===== src/rtl/lpmt_ram.sv =====
// ============================================================================
// lpmt_ram
// Generic single port RAM with registered read data.
// ============================================================================
module lpmt_ram #(
    parameter int WIDTH = 8,
    parameter int DEPTH = 16
) (
    input  logic                     i_clk,
    input  logic                     i_we,
    input  logic [$clog2(DEPTH)-1:0] i_addr,
    input  logic [WIDTH-1:0]         i_wdata,
    output logic [WIDTH-1:0]         o_rdata
);
    logic [WIDTH-1:0] r_mem [DEPTH];

    // Write when enabled; read data is registered on every clock (old data on a write)
    always_ff @(posedge i_clk) begin
        if (i_we) begin
            r_mem[i_addr] <= i_wdata;
        end
        o_rdata <= r_mem[i_addr];
    end
endmodule


===== config.mk =====
export PLATFORM = sky130hd
export DESIGN_NAME = lpmt_ram
export DESIGN_NICKNAME = d
export VERILOG_FILES = /design/src/rtl/lpmt_ram.sv
export SDC_FILE = /design/constraint.sdc
export NUM_CORES = 1
export LEC_CHECK = 0
export BUFFER_PORTS_ARGS = -buffer_cell sky130_fd_sc_hd__buf_2
export CORE_MARGIN = 5
export CORE_UTILIZATION = 45
export CTS_BUF_LIST = sky130_fd_sc_hd__clkbuf_16
export CTS_CLUSTER_DIAMETER = 200
export DETAILED_ROUTE_END_ITERATION = 8
export PLACE_DENSITY = 0.64
export SETUP_SLACK_MARGIN = 0.3
export SYNTH_ARGS = -nofsm -noshare
export SYNTH_HDL_FRONTEND = slang
export SYNTH_SLANG_ARGS = --single-unit

===== constraint.sdc =====
create_clock -name i_clk -period 3.3 [get_ports i_clk]
set_clock_uncertainty 0.1 [all_clocks]
set_input_delay 0.165 -clock i_clk [delete_from_list [all_inputs] [get_ports i_clk]]
set_output_delay 0.165 -clock i_clk [all_outputs]
set_load 0.02 [all_outputs]

==> results.json <==
{
  "outcome": "completed",
  "ys_types": 18,
  "chipHeight_um": 116,
  "sw_frac_of_total_pct": 19.2,
  "setup-violations-final": 0,
  "wl_per_cell_um": 22.5,
  "power_frac_comb_pct": 4.6,
  "clk_pin_slew_ns": 0.06,
  "drv_slew": 0,
  "antenna-diode-count": 0,
  "nNetsFinal": 287,
  "power.density_nw_per_um2": 670,
  "rsz0062_at_grt": "false",
  "fin_setup_tns_ns": 0,
  "dieWidth_um": 116,
  "placementRows": 38,
  "antenna_found_initial": 0,
  "cts_tree": "yes",
  "pre_cts_slack_ns": 0.889,
  "io_pins": 22,
  "drive_gt1_share_pct": 32.5,
  "required_ns": 3.23,
  "avgSynthCellArea_um2": 22.0,
  "ir_drop_mv": 0.557,
  "hp-class": "primary input to register",
  "fp.dieArea_um2": 13500,
  "grt_pass1_wl_mm": 14.9,
  "r2r-start": "r_mem[0][0]",
  "cp_top_family": "simple AND/OR/NAND/NOR gates",
  "drv_cap": 0,
  "layout_setup_ws_ns": 1.40,
  "crit_end": "r_mem[1][5]",
  "port_buffers": 21,
  "hold_viol": 0,
  "cts_made_buffers": 17,
  "internal_power_mw": 3.24,
  "syn2layout_area_growth_pct": 18.1,
  "netlist_area_um2": 5070,
  "syn-num-nets": 244,
  "drtIter0Drc": 281,
  "cp.buffers_inverters": 1,
  "ctsHoldBuffers": 0,
  "p_leak_nw": 2.00,
  "rr_worst_depth": 3,
  "core_area_um2": 10900,
  "clock_latency_ns": 0.40,
  "ys_warn_count": 0,
  "grt_util_all_layers_pct": 15.9,
  "ys_ff_latch": 136,
  "grt_overflow": 0,
  "p_clk_share_pct": 47.0,
  "start_util_pct": 46.3,
  "fin_util_pct": 54.7,
  "max-slew-margin-rel_pct": 42.2,
  "synthCells": 230,
  "drt_wl_total_mm": 9.57,
  "rrSetupSlack_ns": 1.80,
  "synth_largest_area_cell": "edfxtp_1",
  "cts_buffer_depth": 2,
  "viasPerCell": 5.61,
  "p_total_mw": 4.01,
  "worst_slew_pin_slew_ns": 0.867,
  "cts_resized": 0,
  "cp.depth": 3,
  "synth_top_cell_area_share_pct": 75.9,
  "worstSetupPathType": "primary input to register",
  "slowest_stage": "nor2_1",
  "crit_chain": "buf_2 > nand2b_1 > nor2_1",
  "critical_path.max_stage_delay_ns": 0.72,
  "reg2reg_to": "o_rdata[0]",
  "cts_max_level": 4,
  "period_minus_slack_ns": 1.90,
  "fin_crit_sh_pct": 57.5,
  "dr.pass1.iters": 4,
  "seqPwrFrac_pct": 48.5,
  "ant_nets": 0,
  "worst_setup_path_start_kind": "primary input",
  "crit_arrival_ns": 1.82,
  "root_buffer": "clkbuf_16",
  "drc": 0,
  "cts_setup_buffers": 0,
  "ys_seq_area_share_pct": 79.0,
  "critPathLaunch": "i_addr[0]",
  "gp_congestion": 0.796,
  "worst_setup_path_end_kind": "register",
  "vias": 2390,
  "hpwlAfterDp_mm": 5.84,
  "cts_num_sinks": 136,
  "placed_area_um2": 5390,
  "first_global_vias": 2427,
  "max_freq_mhz": 527,
  "design_area_um2": 5990,
  "synth_area_leaders": "edfxtp_1 (76%), mux4_2 (14%), dfxtp_1 (3.2%)",
  "grt_max_degree": 30,
  "p_sw_mw": 0.769,
  "cp_max_fo": 29
}
==> state kept, by name (all words and copies together) (netlist names) <==
| signal | count |
|---|---|
| r_mem | 128 |
| o_rdata | 8 |
==> how the worst min path moves through the flow <==
| stage | start | depth (start not counted) | endpoint | slack [ns] |
|---|---|---|---|---|
| after detailed placement | i_wdata[2] | 1 | r_mem[6][2] | 0.47 |
| final | i_wdata[7] | 1 | r_mem[2][7] | 0.04 |
| after global placement | i_wdata[2] | 1 | r_mem[6][2] | 0.45 |
| after CTS | i_wdata[2] | 1 | r_mem[6][2] | 0.03 |
| after global routing | i_wdata[7] | 1 | r_mem[2][7] | 0.03 |
| after floorplan | i_wdata[0] | 0 | r_mem[0][0] | 0.16 |
==> layout make-up <==
class / instances / area, um2
clock inverters: 15 / 169
clock buffers: 17 / 425
multi-input cells: 83 / 1000
well taps: 140 / 175
repair buffers: 35 / 210
flip-flops and latches: 136 / 4000
fillers: 844 / 4950
==> logic make-up after synthesis <==
logic type,Yosys count,synth area share [%]
compound gates,16,2.37
flops,136,79.0
buf+inv,11,1.19
mux,32,14.2
simple gates,35,3.21
==> through the flow <==
step	cells	hold slack [ns]
CTS	426	0.0311
global placement	394	0.448
floorplan	230	0.164
finish	426	0.0397
global route	426	0.0319
detailed placement	394	0.466
==> per-layer routing <==
| metal | GRT usage, % | share of wire, % | routed length (um) | up-vias |
|---|---|---|---|---|
| li1 | - | - | - | 1050 |
| met1 | 21.3 | 43 | 4150 | 1249 |
| met2 | 24.2 | 50 | 4750 | 84 |
| met3 | 5.60 | 5.9 | 566 | 7 |
| met4 | 5.96 | 1.1 | 108 | 0 |
| met5 | 0 | 0 | 0 | - |
==> power by group through the flow <==
| stage | combinational (mW) | clock (mW) | sequential (mW) |
|---|---|---|---|
| 2_1_floorplan | 0.0995 | 0 | 1.99 |
| 3_3_place_gp | 0.184 | 0 | 1.98 |
| 3_5_place_dp | 0.187 | 0 | 1.98 |
| 4_1_cts | 0.187 | 1.91 | 1.95 |
| 5_1_grt | 0.201 | 2.00 | 1.95 |
| 6_report | 0.183 | 1.88 | 1.94 |
==> synthesized netlist by cell type <==
library cell,number
nor2b_1,2
buf_6,2
nand3b_1,2
buf_1,4
nor3_1,4
and2_1,1
or3b_2,1
nand3_1,1
nor2_1,13
clkbuf_1,2
buf_2,2
a22oi_1,16
dfxtp_1,8
edfxtp_1,128
nand2b_1,2
clkbuf_2,1
mux4_2,32
nand2_1,9
==> cells in the final DEF, fill, tap and decap left out, drive strengths merged <==
| master | Yosys | layout |
|---|---|---|
| a22oi | 16 | 16 |
| or3b | 1 | 1 |
| nand3 | 1 | 1 |
| clkbuf | 3 | 17 |
| nor2 | 13 | 13 |
| and2 | 1 | 1 |
| nor2b | 2 | 2 |
| nand3b | 2 | 2 |
| mux4 | 32 | 32 |
| nor3 | 4 | 4 |
| edfxtp | 128 | 128 |
| clkinvlp | 0 | 1 |
| buf | 8 | 35 |
| nand2b | 2 | 2 |
| nand2 | 9 | 9 |
| clkinv | 0 | 6 |
| dfxtp | 8 | 8 |
| inv | 0 | 4 |
| bufinv | 0 | 4 |
Note: power is estimated with default switching activity, not from simulation.
